===== config.mk =====
export PLATFORM = sky130hd
export DESIGN_NAME = keypad_scan_debounce_combo_unit
export DESIGN_NICKNAME = d
export VERILOG_FILES = /design/src/design/kpd_pkg.sv /design/src/design/keypad_scan_debounce_combo_unit.sv /design/src/design/kpd_fifo.sv /design/src/design/kpd_front.sv /design/src/design/kpd_back.sv
export SDC_FILE = /design/constraint.sdc
export NUM_CORES = 1
export LEC_CHECK = 0
export CAP_MARGIN = 10
export CORE_UTILIZATION = 45
export DETAILED_ROUTE_END_ITERATION = 6
export DONT_BUFFER_PORTS = 1
export PLACE_DENSITY = 0.67
export SETUP_SLACK_MARGIN = 0.5
export SLEW_MARGIN = 20
export SYNTH_ARGS = -nofsm -noshare
export SYNTH_HDL_FRONTEND = slang
export SYNTH_HIERARCHICAL = 1
export SYNTH_SLANG_ARGS = --single-unit

===== constraint.sdc =====
create_clock -name clk_i -period 9.8 [get_ports clk_i]
set_input_delay 0.49 -clock clk_i [delete_from_list [all_inputs] [get_ports clk_i]]
set_output_delay 0.49 -clock clk_i [all_outputs]
set_load 0.02 [all_outputs]

===== src/design/kpd_pkg.sv =====
// ----------------------------------------------------------------------------
// kpd_pkg
// Shared types and constants of the keypad scan / debounce / chord unit.
// ----------------------------------------------------------------------------
package kpd_pkg;

  localparam int unsigned NumKeys       = 4;
  localparam int unsigned TimerW        = 16;
  localparam int unsigned CfgIdxW       = 3;
  localparam int unsigned CfgDataW      = 16;
  localparam int unsigned KeyCodeW      = 3;
  localparam int unsigned KindW         = 2;
  localparam int unsigned QueueDepthDef = 4;

  // configuration register indexes
  localparam logic [CfgIdxW-1:0] CfgScanPeriod = 3'd0;
  localparam logic [CfgIdxW-1:0] CfgDebounce   = 3'd1;
  localparam logic [CfgIdxW-1:0] CfgChordMaskA = 3'd2;
  localparam logic [CfgIdxW-1:0] CfgChordHoldA = 3'd3;
  localparam logic [CfgIdxW-1:0] CfgChordMaskB = 3'd4;
  localparam logic [CfgIdxW-1:0] CfgChordHoldB = 3'd5;

  // reset values of the configuration registers
  localparam logic [TimerW-1:0]  ScanPeriodRst = 16'd10;
  localparam logic [TimerW-1:0]  DebounceRst   = 16'd3;
  localparam logic [TimerW-1:0]  ChordHoldRst  = 16'd100;
  localparam logic [NumKeys-1:0] ChordMaskRst  = 4'd0;

  // event kinds
  localparam logic [KindW-1:0] KindPress  = 2'd0;
  localparam logic [KindW-1:0] KindRepeat = 2'd1;
  localparam logic [KindW-1:0] KindChord  = 2'd2;

  // chord key codes
  localparam logic [KeyCodeW-1:0] CodeChordA = 3'd4;
  localparam logic [KeyCodeW-1:0] CodeChordB = 3'd5;

  // all events caused by one tick, in the order they are reported:
  // chord first, then the repeat, then presses by ascending index
  typedef struct packed {
    logic               chord_v;
    logic               chord_sel;  // 0 chord A, 1 chord B
    logic               rep_v;
    logic [1:0]         rep_key;
    logic [NumKeys-1:0] press;
  } evt_bundle_t;

  function automatic logic bundle_any(evt_bundle_t b);
    bundle_any = b.chord_v | b.rep_v | (|b.press);
  endfunction

  // a zero period behaves as one
  function automatic logic [TimerW-1:0] load_of(logic [TimerW-1:0] p);
    load_of = (p == '0) ? TimerW'(1) : p;
  endfunction

endpackage


===== src/design/keypad_scan_debounce_combo_unit.sv =====
// ----------------------------------------------------------------------------
// keypad_scan_debounce_combo_unit
// Four-button keypad scanner: debounce, key repeat and two chord detectors.
// ----------------------------------------------------------------------------
//  channel  | ports                                       | beat taken when
//  ---------+---------------------------------------------+-------------------
//  tick in  | push, full, button_levels_i                 | push && !full
//  event out| empty, pop, key_code_o, event_kind_o,       | pop && !empty
//           | final_of_tick_o                             |
//  config   | cfg_we_i, cfg_idx_i, cfg_wdata_i            | cfg_we_i
//
// One tick is taken per cycle while full is low; the front updates all
// timers and masks in that cycle and queues the tick's events as one
// bundle. The back hands out one event beat per cycle while pop is high.
// A tick's first event goes to the bundle queue, then to the output register.
// full rises only when the bundle queue (QueueDepth entries) is full.
// Reset loads the register defaults and starts the scan timer; no sweep.
// ----------------------------------------------------------------------------
module keypad_scan_debounce_combo_unit #(
  parameter int unsigned QueueDepth = kpd_pkg::QueueDepthDef
) (
  input  logic                              clk_i,
  input  logic                              rst_ni,
  // configuration writes
  input  logic                              cfg_we_i,
  input  logic [kpd_pkg::CfgIdxW-1:0]       cfg_idx_i,
  input  logic [kpd_pkg::CfgDataW-1:0]      cfg_wdata_i,
  // tick input
  input  logic                              push,
  output logic                              full,
  input  logic [kpd_pkg::NumKeys-1:0]       button_levels_i,
  // event output
  output logic                              empty,
  input  logic                              pop,
  output logic [kpd_pkg::KeyCodeW-1:0]      key_code_o,
  output logic [kpd_pkg::KindW-1:0]         event_kind_o,
  output logic                              final_of_tick_o
);

  logic                 tick;
  logic                 evt_push, q_pop, q_empty, q_full;
  kpd_pkg::evt_bundle_t evt, q_data;

  // a tick is refused only while the queue is full; ticks with no
  // events never enter the queue
  assign full = q_full;
  assign tick = push && !q_full;

  kpd_front u_front (
    .clk_i,
    .rst_ni,
    .cfg_we_i,
    .cfg_idx_i,
    .cfg_wdata_i,
    .tick_i          (tick),
    .button_levels_i,
    .evt_push_o      (evt_push),
    .evt_o           (evt)
  );

  kpd_fifo #(
    .Depth (QueueDepth)
  ) u_fifo (
    .clk_i,
    .rst_ni,
    .push_i  (evt_push),
    .data_i  (evt),
    .pop_i   (q_pop),
    .data_o  (q_data),
    .empty_o (q_empty),
    .full_o  (q_full)
  );

  kpd_back u_back (
    .clk_i,
    .rst_ni,
    .q_empty_i       (q_empty),
    .q_data_i        (q_data),
    .q_pop_o         (q_pop),
    .pop_i           (pop),
    .empty_o         (empty),
    .key_code_o,
    .event_kind_o,
    .final_of_tick_o
  );

endmodule


===== src/design/kpd_fifo.sv =====
// ----------------------------------------------------------------------------
// kpd_fifo
// Small queue of per-tick event bundles between the front and back parts.
// ----------------------------------------------------------------------------
module kpd_fifo #(
  parameter int unsigned Depth = kpd_pkg::QueueDepthDef
) (
  input  logic                 clk_i,
  input  logic                 rst_ni,
  input  logic                 push_i,
  input  kpd_pkg::evt_bundle_t data_i,
  input  logic                 pop_i,
  output kpd_pkg::evt_bundle_t data_o,
  output logic                 empty_o,
  output logic                 full_o
);

  localparam int unsigned PtrW = (Depth > 1) ? $clog2(Depth) : 1;
  localparam int unsigned CntW = $clog2(Depth + 1);

  kpd_pkg::evt_bundle_t mem_q [Depth];
  logic [PtrW-1:0] wr_ptr_q, wr_ptr_d, rd_ptr_q, rd_ptr_d;
  logic [CntW-1:0] cnt_q, cnt_d;
  logic            do_push, do_pop;

  assign empty_o = (cnt_q == '0);
  assign full_o  = (cnt_q == CntW'(Depth));
  assign do_push = push_i && !full_o;
  assign do_pop  = pop_i && !empty_o;
  assign data_o  = mem_q[rd_ptr_q];

  always_comb begin
    wr_ptr_d = wr_ptr_q;
    rd_ptr_d = rd_ptr_q;
    cnt_d    = cnt_q;
    if (do_push) begin
      wr_ptr_d = (wr_ptr_q == PtrW'(Depth - 1)) ? '0 : wr_ptr_q + PtrW'(1);
    end
    if (do_pop) begin
      rd_ptr_d = (rd_ptr_q == PtrW'(Depth - 1)) ? '0 : rd_ptr_q + PtrW'(1);
    end
    if (do_push && !do_pop) begin
      cnt_d = cnt_q + CntW'(1);
    end else if (!do_push && do_pop) begin
      cnt_d = cnt_q - CntW'(1);
    end
  end

  always_ff @(posedge clk_i or negedge rst_ni) begin
    if (!rst_ni) begin
      wr_ptr_q <= '0;
      rd_ptr_q <= '0;
      cnt_q    <= '0;
    end else begin
      wr_ptr_q <= wr_ptr_d;
      rd_ptr_q <= rd_ptr_d;
      cnt_q    <= cnt_d;
    end
  end

  always_ff @(posedge clk_i) begin
    if (do_push) begin
      mem_q[wr_ptr_q] <= data_i;
    end
  end

  a_cnt_bound: assert property (@(posedge clk_i) disable iff (!rst_ni)
    cnt_q <= CntW'(Depth))
    else $error("queue count above depth");

  a_push_full: assert property (@(posedge clk_i) disable iff (!rst_ni)
    full_o && !do_pop |=> full_o)
    else $error("full queue drained without a pop");

endmodule


===== src/design/kpd_front.sv =====
// ----------------------------------------------------------------------------
// kpd_front
// Per-tick timers, debounce, chord tracking; at most one event bundle a tick.
// ----------------------------------------------------------------------------
module kpd_front (
  input  logic                                 clk_i,
  input  logic                                 rst_ni,
  input  logic                                 cfg_we_i,
  input  logic [kpd_pkg::CfgIdxW-1:0]          cfg_idx_i,
  input  logic [kpd_pkg::CfgDataW-1:0]         cfg_wdata_i,
  input  logic                                 tick_i,
  input  logic [kpd_pkg::NumKeys-1:0]          button_levels_i,
  output logic                                 evt_push_o,
  output kpd_pkg::evt_bundle_t                 evt_o
);

  localparam int unsigned TW = kpd_pkg::TimerW;
  localparam int unsigned NK = kpd_pkg::NumKeys;

  // configuration
  logic [TW-1:0] scan_per_q, deb_per_q, hold_a_q, hold_b_q;
  logic [NK-1:0] mask_a_q, mask_b_q;

  // state
  logic [NK-1:0] scanned_q, scanned_d, held_q, held_d;
  logic [TW-1:0] sc_cnt_q, sc_cnt_d, de_cnt_q, de_cnt_d, ch_cnt_q, ch_cnt_d;
  logic          sc_run_q, sc_run_d, de_run_q, de_run_d, ch_run_q, ch_run_d;
  logic          ac_v_q, ac_v_d, ac_sel_q, ac_sel_d;
  logic          lk_v_q, lk_v_d;
  logic [1:0]    lk_q, lk_d;

  logic          ch_exp, sc_exp, de_exp, match_a, match_b;
  logic [NK-1:0] newm, chg, rel, below, press, cm;
  kpd_pkg::evt_bundle_t evt;

  assign ch_exp = ch_run_q && (ch_cnt_q <= TW'(1));
  assign sc_exp = sc_run_q && (sc_cnt_q <= TW'(1));
  assign de_exp = de_run_q && (de_cnt_q <= TW'(1));
  assign cm     = ac_sel_q ? mask_b_q : mask_a_q;
  assign newm   = ~button_levels_i;

  // debounced mask against the held one
  assign chg     = held_q ^ scanned_q;
  assign rel     = chg & ~scanned_q;
  assign below   = (rel - NK'(1)) & ~rel;  // bits under the first release
  assign press   = chg & scanned_q & below;
  assign match_a = (mask_a_q != '0) && (mask_a_q == scanned_q);
  assign match_b = (mask_b_q != '0) && (mask_b_q == scanned_q);

  always_comb begin
    scanned_d = scanned_q;
    held_d    = held_q;
    sc_cnt_d  = sc_cnt_q;
    sc_run_d  = sc_run_q;
    de_cnt_d  = de_cnt_q;
    de_run_d  = de_run_q;
    ch_cnt_d  = ch_cnt_q;
    ch_run_d  = ch_run_q;
    ac_v_d    = ac_v_q;
    ac_sel_d  = ac_sel_q;
    lk_v_d    = lk_v_q;
    lk_d      = lk_q;
    evt       = '0;
    if (tick_i) begin
      // count down running timers
      if (ch_run_q && ch_cnt_q != '0) ch_cnt_d = ch_cnt_q - TW'(1);
      if (sc_run_q && sc_cnt_q != '0) sc_cnt_d = sc_cnt_q - TW'(1);
      if (de_run_q && de_cnt_q != '0) de_cnt_d = de_cnt_q - TW'(1);
      if (ch_exp) ch_run_d = 1'b0;
      if (sc_exp) sc_run_d = 1'b0;
      if (de_exp) de_run_d = 1'b0;

      if (ch_exp && ac_v_q && ((cm & held_q) == cm)) begin
        evt.chord_v   = 1'b1;
        evt.chord_sel = ac_sel_q;
      end

      if (sc_exp) begin
        if (newm != scanned_q) begin
          scanned_d = newm;
          de_cnt_d  = kpd_pkg::load_of(deb_per_q);
          de_run_d  = 1'b1;
        end else begin
          if (lk_v_q && !ac_v_q) begin
            evt.rep_v   = 1'b1;
            evt.rep_key = lk_q;
          end
          sc_cnt_d = kpd_pkg::load_of(scan_per_q);
          sc_run_d = 1'b1;
        end
      end

      if (de_exp) begin
        if (chg != '0) begin
          if (ac_v_q) begin
            if (scanned_q != cm) begin
              ac_v_d   = 1'b0;
              ch_run_d = 1'b0;
              ch_cnt_d = '0;
            end
          end else if (match_a || match_b) begin
            ac_v_d   = 1'b1;
            ac_sel_d = !match_a;
            lk_v_d   = 1'b0;
            ch_cnt_d = kpd_pkg::load_of(match_a ? hold_a_q : hold_b_q);
            ch_run_d = 1'b1;
          end else begin
            evt.press = press;
            if (rel != '0) begin
              lk_v_d = 1'b0;
            end else begin
              lk_v_d = 1'b1;
              if (press[3])      lk_d = 2'd3;
              else if (press[2]) lk_d = 2'd2;
              else if (press[1]) lk_d = 2'd1;
              else               lk_d = 2'd0;
            end
          end
        end
        held_d   = scanned_q;
        sc_cnt_d = kpd_pkg::load_of(scan_per_q);
        sc_run_d = 1'b1;
      end
    end
  end

  assign evt_o      = evt;
  assign evt_push_o = tick_i && kpd_pkg::bundle_any(evt);

  always_ff @(posedge clk_i or negedge rst_ni) begin
    if (!rst_ni) begin
      scan_per_q <= kpd_pkg::ScanPeriodRst;
      deb_per_q  <= kpd_pkg::DebounceRst;
      mask_a_q   <= kpd_pkg::ChordMaskRst;
      hold_a_q   <= kpd_pkg::ChordHoldRst;
      mask_b_q   <= kpd_pkg::ChordMaskRst;
      hold_b_q   <= kpd_pkg::ChordHoldRst;
    end else if (cfg_we_i) begin
      case (cfg_idx_i)
        kpd_pkg::CfgScanPeriod: scan_per_q <= cfg_wdata_i;
        kpd_pkg::CfgDebounce:   deb_per_q  <= cfg_wdata_i;
        kpd_pkg::CfgChordMaskA: mask_a_q   <= cfg_wdata_i[NK-1:0];
        kpd_pkg::CfgChordHoldA: hold_a_q   <= cfg_wdata_i;
        kpd_pkg::CfgChordMaskB: mask_b_q   <= cfg_wdata_i[NK-1:0];
        kpd_pkg::CfgChordHoldB: hold_b_q   <= cfg_wdata_i;
        default: ;
      endcase
    end
  end

  always_ff @(posedge clk_i or negedge rst_ni) begin
    if (!rst_ni) begin
      scanned_q <= '0;
      held_q    <= '0;
      sc_cnt_q  <= kpd_pkg::load_of(kpd_pkg::ScanPeriodRst);
      sc_run_q  <= 1'b1;
      de_cnt_q  <= '0;
      de_run_q  <= 1'b0;
      ch_cnt_q  <= '0;
      ch_run_q  <= 1'b0;
      ac_v_q    <= 1'b0;
      ac_sel_q  <= 1'b0;
      lk_v_q    <= 1'b0;
      lk_q      <= '0;
    end else begin
      scanned_q <= scanned_d;
      held_q    <= held_d;
      sc_cnt_q  <= sc_cnt_d;
      sc_run_q  <= sc_run_d;
      de_cnt_q  <= de_cnt_d;
      de_run_q  <= de_run_d;
      ch_cnt_q  <= ch_cnt_d;
      ch_run_q  <= ch_run_d;
      ac_v_q    <= ac_v_d;
      ac_sel_q  <= ac_sel_d;
      lk_v_q    <= lk_v_d;
      lk_q      <= lk_d;
    end
  end

endmodule


===== src/design/kpd_back.sv =====
// ----------------------------------------------------------------------------
// kpd_back
// Unpacks event bundles into single result beats, one per cycle when popped.
// ----------------------------------------------------------------------------
module kpd_back (
  input  logic                             clk_i,
  input  logic                             rst_ni,
  input  logic                             q_empty_i,
  input  kpd_pkg::evt_bundle_t             q_data_i,
  output logic                             q_pop_o,
  input  logic                             pop_i,
  output logic                             empty_o,
  output logic [kpd_pkg::KeyCodeW-1:0]     key_code_o,
  output logic [kpd_pkg::KindW-1:0]        event_kind_o,
  output logic                             final_of_tick_o
);

  kpd_pkg::evt_bundle_t work_q, work_d, cur, rest;
  logic                 out_v_q, out_v_d, advance, work_any;
  logic [kpd_pkg::KeyCodeW-1:0] code_d, code_q;
  logic [kpd_pkg::KindW-1:0]    kind_d, kind_q;
  logic                         fin_d, fin_q;

  assign work_any = kpd_pkg::bundle_any(work_q);
  assign advance  = !out_v_q || pop_i;
  assign cur      = work_any ? work_q : (q_empty_i ? '0 : q_data_i);
  assign q_pop_o  = advance && !work_any && !q_empty_i;

  // pick the next event of the current bundle
  always_comb begin
    rest   = cur;
    code_d = '0;
    kind_d = kpd_pkg::KindPress;
    if (cur.chord_v) begin
      rest.chord_v = 1'b0;
      code_d = cur.chord_sel ? kpd_pkg::CodeChordB : kpd_pkg::CodeChordA;
      kind_d = kpd_pkg::KindChord;
    end else if (cur.rep_v) begin
      rest.rep_v = 1'b0;
      code_d = {1'b0, cur.rep_key};
      kind_d = kpd_pkg::KindRepeat;
    end else if (cur.press[0]) begin
      rest.press[0] = 1'b0;
      code_d = 3'd0;
    end else if (cur.press[1]) begin
      rest.press[1] = 1'b0;
      code_d = 3'd1;
    end else if (cur.press[2]) begin
      rest.press[2] = 1'b0;
      code_d = 3'd2;
    end else begin
      rest.press[3] = 1'b0;
      code_d = 3'd3;
    end
    fin_d = !kpd_pkg::bundle_any(rest);
  end

  always_comb begin
    work_d  = work_q;
    out_v_d = out_v_q;
    if (advance) begin
      out_v_d = kpd_pkg::bundle_any(cur);
      work_d  = kpd_pkg::bundle_any(cur) ? rest : '0;
    end
  end

  always_ff @(posedge clk_i or negedge rst_ni) begin
    if (!rst_ni) begin
      out_v_q <= 1'b0;
      work_q  <= '0;
    end else begin
      out_v_q <= out_v_d;
      work_q  <= work_d;
    end
  end

  always_ff @(posedge clk_i) begin
    if (advance) begin
      code_q <= code_d;
      kind_q <= kind_d;
      fin_q  <= fin_d;
    end
  end

  assign empty_o         = !out_v_q;
  assign key_code_o      = code_q;
  assign event_kind_o    = kind_q;
  assign final_of_tick_o = fin_q;

  a_chord_code: assert property (@(posedge clk_i) disable iff (!rst_ni)
    out_v_q && kind_q == kpd_pkg::KindChord |->
      code_q == kpd_pkg::CodeChordA || code_q == kpd_pkg::CodeChordB)
    else $error("chord beat with a single key code");

  a_key_code: assert property (@(posedge clk_i) disable iff (!rst_ni)
    out_v_q && kind_q != kpd_pkg::KindChord |-> !code_q[2])
    else $error("key beat with a chord code");

  a_final_drain: assert property (@(posedge clk_i) disable iff (!rst_ni)
    out_v_q && !fin_q |-> work_any)
    else $error("non-final beat with nothing left of its tick");

  a_hold: assert property (@(posedge clk_i) disable iff (!rst_ni)
    out_v_q && !pop_i |=> out_v_q && $stable(code_q) && $stable(kind_q))
    else $error("waiting beat changed");

endmodule


Word-level counts from Yosys, hierarchy flattened --
Memory sizes are Yosys's and may differ from the RTL's. Cells that the tools add are included.
Word-level totals: memories kept 1, output and inout bits 8, register bits 159, bits in writable memories 36, word-level logic and storage cells 203, input port bits 28
Memory list:
- u_fifo.mem_q | depth 4, bits a word 9, rd ports 1, clocked after memory_dff 0, wr ports 1, line kpd_fifo.sv:21 | kpd_pkg::evt_bundle_t mem_q [Depth];
Cells by class: $lt $le $gt $ge 3, equality and inequality tests 13, $add $sub $neg 8, bitwise gates (word level) 19, reduce and logical (&&, ||, !) cells 59, muxes and demuxes 70
Operators by type and width (number):
- 16-bit two-way mux | 17
- 16-bit by 1-bit <= comparator with 1-bit output, second input constant | 3
- 16-bit zero test | 3
- 16-bit nonzero test | 3
- 16-bit by 1-bit subtractor with 16-bit output, second input constant | 3
- 3-bit two-way mux | 10
- 4-bit two-way mux | 7
- 9-bit two-way mux | 3
- 1-bit two-way mux | 26
- 4-bit AND | 5
- 1-bit logical AND | 19
- 4-bit nonzero test | 4
- 4-bit OR reduction | 4
- 2-bit AND reduction | 7
- 4-bit equality test | 3
- 2-bit two-way mux | 6
- 4-bit inverter | 3
- 3-bit equality test, second input constant | 3
- 1-bit zero test | 9
- 8-bit two-way mux | 1
- 4-bit != test | 2
- 1-bit bitwise OR | 7
- 3-bit by 2-bit equality test with 1-bit output, second input constant | 2
- 3-bit zero test | 2
- other kinds (14) | 20

Longest topological paths before layout --
word-level depth 18, gate-level depth with buffers 17, mapped depth without buffers 16

Cells and area by module --
The synthesis kept the hierarchy.
By module, submodules not included:
- kpd_front | sequential area each 3419.5 µm², area an instance 7503.4 µm², instances 1, cells each 758
- kpd_fifo | sequential area each 1256.2 µm², area an instance 1752.9 µm², instances 1, cells each 84
- kpd_back | sequential area each 380.4 µm², area an instance 832.0 µm², instances 1, cells each 78
- keypad_scan_debounce_combo_unit | sequential area each 0.0 µm², area an instance 13.8 µm², instances 1, cells each 1

Worst setup path before layout --
Ideal clock, no wire load.
path type reg2reg, start point register u_front.scanned_q[0], end point register u_fifo.cnt_q[2], data arrival time 3.695 ns, slack 6.026 ns, cell stages (with the launch flop) 18, path buffers 2, cells stage by stage dfrtp_1 -> clkbuf_1 -> inv_1 -> ha_1 -> nand4_1 -> inv_1 -> nor4_1 -> nand4_1 -> or3_1 -> clkbuf_1 -> o21ai_0 -> nor2b_4 -> ha_1 -> inv_1 -> fa_1 -> xor2_1 -> nor2_1 -> xor2_1
Between the ends: longest elaborated chain between the ends 17, elaborated cells between the ends (all ways) 32
Ends and longest elaborated chain:
- start, declared | line kpd_front.sv:25 | logic [NK-1:0] scanned_q, scanned_d, held_q, held_d;
- start signal, assigned | line kpd_front.sv:166 | scanned_q <= scanned_d;
- 4-bit XOR or 4-bit inverter (tied branches) | line kpd_front.sv:43, kpd_front.sv:44
- 4-bit AND | line kpd_front.sv:44 | assign rel = chg & ~scanned_q;
- 4-bit by 1-bit subtractor with 4-bit output or 4-bit inverter (tied branches) | line kpd_front.sv:45 | assign below = (rel - NK'(1)) & ~rel;
- 4-bit AND | line kpd_front.sv:45
- 4-bit AND | line kpd_front.sv:46 | assign press = chg & scanned_q & below;
- 4-bit two-way mux | line kpd_front.sv:101 | end else if (match_a || match_b) begin
- 4-bit two-way mux | line kpd_front.sv:95 | if (ac_v_q) begin
- 4-bit two-way mux | line kpd_front.sv:94 | if (chg != '0) begin
- [... 3 more ...]
- 1-bit bitwise OR * | line kpd_pkg.sv:49 | bundle_any = b.chord_v | b.rep_v | (|b.press);
- 1-bit logical AND * | line kpd_front.sv:128 | assign evt_push_o = tick_i && kpd_pkg::bundle_any(evt);
- via evt_push | line keypad_scan_debounce_combo_unit.sv:41 | logic evt_push, q_pop, q_empty, q_full;
- 1-bit logical AND * | line kpd_fifo.sv:28 | assign do_push = push_i && !full_o;
- via u_fifo.do_push | line kpd_fifo.sv:24 | logic do_push, do_pop;
- 1-bit zero test | line kpd_fifo.sv:44 | end else if (!do_push && do_pop) begin
- 1-bit logical AND | line kpd_fifo.sv:44
- 2-bit nonzero test (no source line)
- end signal, assigned | line kpd_fifo.sv:57 | cnt_q <= cnt_d;
- end, declared | line kpd_fifo.sv:23 | logic [CntW-1:0] cnt_q, cnt_d;
The timed path passes the listed nets; every way through them passes the cells marked *. A chain may end at the register's enable or synchronous reset.

Worst setup path in the final report --
start point register u_fifo.cnt_q[0], end point register u_fifo.cnt_q[2]
Between the ends: longest elaborated chain between the ends 11, elaborated cells between the ends (all ways) 22
Ends and longest elaborated chain:
- 3-bit equality test * | line kpd_fifo.sv:27 | assign full_o = (cnt_q == CntW'(Depth));
- via full | line keypad_scan_debounce_combo_unit.sv:30 | output logic full,
- 1-bit zero test * | line keypad_scan_debounce_combo_unit.sv:47 | assign tick = push && !q_full;
- 1-bit logical AND * | line keypad_scan_debounce_combo_unit.sv:47
- via tick | line keypad_scan_debounce_combo_unit.sv:40 | logic tick;
- 9-bit two-way mux | line kpd_front.sv:64 | if (tick_i) begin
- 4-bit OR reduction or 1-bit bitwise OR (tied branches) | line kpd_pkg.sv:49
- 1-bit bitwise OR | line kpd_pkg.sv:49
- 1-bit logical AND * | line kpd_front.sv:128
- via evt_push | line keypad_scan_debounce_combo_unit.sv:41
- 1-bit logical AND * | line kpd_fifo.sv:28
- via u_fifo.do_push | line kpd_fifo.sv:24
- 1-bit zero test | line kpd_fifo.sv:44
- 1-bit logical AND | line kpd_fifo.sv:44
- 2-bit nonzero test (no source line)
The timed path passes the listed nets; every way through them passes the cells marked *. The select of a mux whose other input is x is not followed.

==> flow_summary_export.csv <==
group,metric,value,unit
timing,slew-limit-headroom,36.1,%
die,dieHeight,152,microns
timing,final.setup_skew,17.7,ps
drt,ant_nets,0,
drt,detailedRoute.firstPassIterationCount,6,
grt,grt_start_max_net_pins,152,
finish,ff_latch_area,5060,sq um
finish,insertedDiodeCount,0,
die,initial_core_util,46.1,%
timing,timing.final.max_slew_violations,0,
die,num_io_pins,36,
cts,clockRootBuffer,"sky130_fd_sc_hd__clkbuf_16",
die,floorplan.die.width,152,microns
yosys,ys_seq_elements,193,
timing,setup_ws,5170,ps
cts,postCtsHoldBufs,1,
yosys,count_of_flip_flops_with_a_built_in_enable_after_synthesis,42,
yosys,netlist_area,10100,sq um
run_status,run_status,"finished, violations left",
cts,ctsLongestPathBuffers,2,
grt,antenna_found_initial,0,
worst_setup_path,worst-path-max-fanout,67,
grt,first_global_vias,6914,
finish,multi_input_comb_area,4710,sq um
cts,tritoncts.num_buffers,17,
worst_setup_path,path_type_of_the_worst_setup_path,"flip-flop to flip-flop",
drt,via_per_inst,6.03,
yosys,ys.flop_type,"sky130_fd_sc_hd__dfrtp_1",
placed_design,place.port_buffers,0,
yosys,avgSynthCellArea,11.0,sq um
yosys,synth_sequential_area_ratio,50.0,%
finish,area.growth.synth_to_final,8.24,%
timing,worst_pin_slew,952,ps
yosys,postSynth.asyncResetShare,78.2,%
yosys,synthesis.instances,921,
finish,design.final.nets,957,
timing,period_minus_slack,4630,ps
die,design.die.area,23100,sq um
yosys,yosys_warnings,6,
run,maxCapViolCount,0,
pwr,power_leakage,4.31,nW
placed_design,place.detailed.hpwl,16100,microns
cts,clock_tree_from_tritoncts,"done",
cts,cts_sinks,193,
timing,timing.final.crit_share,47.2,%
cts,cts.repair.resized,0,
finish,fill_cells,1949,
placed_design,preCtsSetupSlack,5260,ps
worst_setup_path,worst_ep_arrival_time,4990,ps
drt,totalWireLength,22800,microns
grt,grt-ovfl-total,0,
cts,path_clk_slew,80,ps
worst_setup_path,worstSetupStartpointType,"flip-flop",
finish,layout.core_utilization,49.9,%
drt,drtIter0Drc,698,
cts,clock_latency,440,ps
timing,rsz0062_at_grt,"false",
placed_design,place_congestion,0.893,
drt,detail_route.wl_per_cell,19.0,microns
timing,fmaxAchievable,216,MHz
timing,setup-tns-final,0,ps
yosys,mappedNetlistNets,972,
hold_path,worst_hold_path_type,"primary input to async pin",
yosys,synthDistinctLibCells,87,
pwr,worst_ir_drop_on_vdd,117,uV
run_status,failed_checks,"negative hold slack",
timing,fin_worst_hold_slack,-42.2,ps
worst_setup_path,critPathRequiredTime,10160,ps
timing,setup_viol,0,
finish,post_route_cells_drive_above_1_share,17.8,%
pwr,power_per_cell_area,172,nW/um^2
drt,remaining_drc_errors,0,
die,placement_rows,54,
timing,final_hold_viol_count,5,
grt,grt_pass1_wl,37600,microns
cts,htreeDepth,4,
cts,post_cts_buffers,0,
grt,grt_util_all_layers,20.6,%
die,core_footprint,21900,sq um
worst_setup_path,worst_setup_path_end_kind,"flip-flop",
drt,total_number_of_vias,7229,
[cells in the mapped netlist (6+ instances only)]
cell type / number / area [sq um]
sky130_fd_sc_hd__o21ai_0: 56 / 280
sky130_fd_sc_hd__mux2_2: 73 / 822
sky130_fd_sc_hd__nor2_1: 43 / 161
sky130_fd_sc_hd__nor4_1: 25 / 156
sky130_fd_sc_hd__o21ai_1: 6 / 30.0
sky130_fd_sc_hd__ha_1: 22 / 275
sky130_fd_sc_hd__mux4_2: 9 / 203
sky130_fd_sc_hd__nor3_1: 36 / 180
sky130_fd_sc_hd__and3_1: 6 / 37.5
sky130_fd_sc_hd__dfstp_2: 13 / 342
sky130_fd_sc_hd__mux2i_1: 18 / 180
sky130_fd_sc_hd__nand2_1: 75 / 282
sky130_fd_sc_hd__xor2_1: 15 / 131
sky130_fd_sc_hd__edfxtp_1: 42 / 1260
sky130_fd_sc_hd__dfrtp_1: 138 / 3450
sky130_fd_sc_hd__and2_1: 12 / 75.1
sky130_fd_sc_hd__a21oi_1: 52 / 260
sky130_fd_sc_hd__clkbuf_1: 21 / 78.8
sky130_fd_sc_hd__a21o_1: 9 / 67.6
sky130_fd_sc_hd__o22ai_1: 6 / 37.5
sky130_fd_sc_hd__nand3_1: 25 / 125
sky130_fd_sc_hd__or4_1: 7 / 52.6
sky130_fd_sc_hd__inv_1: 37 / 139
sky130_fd_sc_hd__nand2b_1: 6 / 37.5
sky130_fd_sc_hd__o31ai_1: 10 / 75.1
sky130_fd_sc_hd__nand4_1: 16 / 100
sky130_fd_sc_hd__buf_2: 6 / 30.0
sky130_fd_sc_hd__xnor2_1: 6 / 52.6
sky130_fd_sc_hd__or3_1: 13 / 81.3
sky130_fd_sc_hd__o211ai_1: 6 / 45.0
[cells by family after synthesis]
group / share of synthesized area [%]
simple gates: 16.6
compound gates: 12.8
flops: 50.0
mux: 12.5
buf+inv: 3.36
fa+ha+maj: 2.92
xor+xnor: 1.82
[final timing paths]
kind                                     from  slack (ps)                    to  depth (start not counted)
min in group clk_i         button_levels_i[1]         160  u_front/scanned_q[1]                          1
setup reg to reg              u_fifo/cnt_q[0]        5170       u_fifo/cnt_q[2]                         15
hold reg to reg                u_front/lk_v_q         480        u_front/lk_v_q                          2
setup / recovery              u_fifo/cnt_q[0]        5170       u_fifo/cnt_q[2]                         15
hold / removal                         rst_ni         -40      u_back/work_q[1]                          1
max in group asynchronous              rst_ni        9160   u_front/ch_cnt_q[9]                          1
[routing by layer]
| metal | vias up | track usage (%) | part of all wire [%] |
|---|---|---|---|
| met1 | 3547 | 29.6 | 47 |
| met4 | 0 | 6.71 | 1.5 |
| met3 | 22 | 4.08 | 5.9 |
| met2 | 237 | 31.2 | 46 |
| met5 | - | 0 | 0 |
| li1 | 3423 | - | - |
[sequential cells by signal, indices dropped and copies added (netlist names), 2 cells and up]
register             cells
u_back/event_kind_o      2
u_back/key_code_o        3
u_back/work_q            7
u_fifo/cnt_q             3
u_fifo/mem_q            36
u_fifo/rd_ptr_q          2
u_fifo/wr_ptr_q          2
u_front/ch_cnt_q        16
u_front/de_cnt_q        16
u_front/deb_per_q       16
u_front/held_q           4
u_front/hold_a_q        16
u_front/hold_b_q        16
u_front/lk_q             2
u_front/mask_a_q         4
u_front/mask_b_q         4
u_front/sc_cnt_q        16
u_front/scan_per_q      16
u_front/scanned_q        4
[cell type report]
type / count / share of cell area [%]
timing repair buffer: 5 / 0.526
inverter: 37 / 1.27
clock buffer: 17 / 3.89
sequential: 193 / 46.2
multi-input combinational: 652 / 43.1
tap: 280 / 3.20
clock inverter: 15 / 1.77
[metrics by stage]
step           total power, mW  std cells  cell area [sq um]  hold slack (ps)
2_1_floorplan             1.11        921              10100              194
3_3_place_gp              1.16       1166              10300              197
3_5_place_dp              1.16       1166              10300              197
4_1_cts                   1.90       1199              10900             58.3
5_1_grt                   1.95       1199              10900             58.9
6_report                  1.88       1199              10900            -42.2
[cells in the final DEF, fill, tap and decap left out, drive strengths merged, types with 22 or more instances in the layout]
cell type	instances
o21ai	62
inv	46
dfrtp	138
ha	22
nor3	39
mux2	77
nor2	45
nor4	28
edfxtp	42
nand2	76
nand3	27
a21oi	52
[worst max-delay path, cell delays in order, from the launching register on]
cell                      delay, ps
sky130_fd_sc_hd__dfrtp_1        520
sky130_fd_sc_hd__nor3b_4        150
sky130_fd_sc_hd__nor2b_4        120
sky130_fd_sc_hd__buf_4          530
sky130_fd_sc_hd__nand2_1        150
sky130_fd_sc_hd__nor4_1         660
sky130_fd_sc_hd__nand4_1        320
sky130_fd_sc_hd__or3_1          480
sky130_fd_sc_hd__o21ai_0        260
sky130_fd_sc_hd__nor2b_4        270
sky130_fd_sc_hd__ha_1           210
sky130_fd_sc_hd__inv_1           60
sky130_fd_sc_hd__fa_1           380
sky130_fd_sc_hd__xor2_1         150
sky130_fd_sc_hd__nor2_1         110
sky130_fd_sc_hd__xor2_1         150
[where the power goes]
part | internal (mW) | switching (mW)
logic | 0.0867 | 0.0845
registers | 0.905 | 0.0831
clock network | 0.354 | 0.365
total | 1.35 | 0.533
Power figures use the tool's default switching activity.
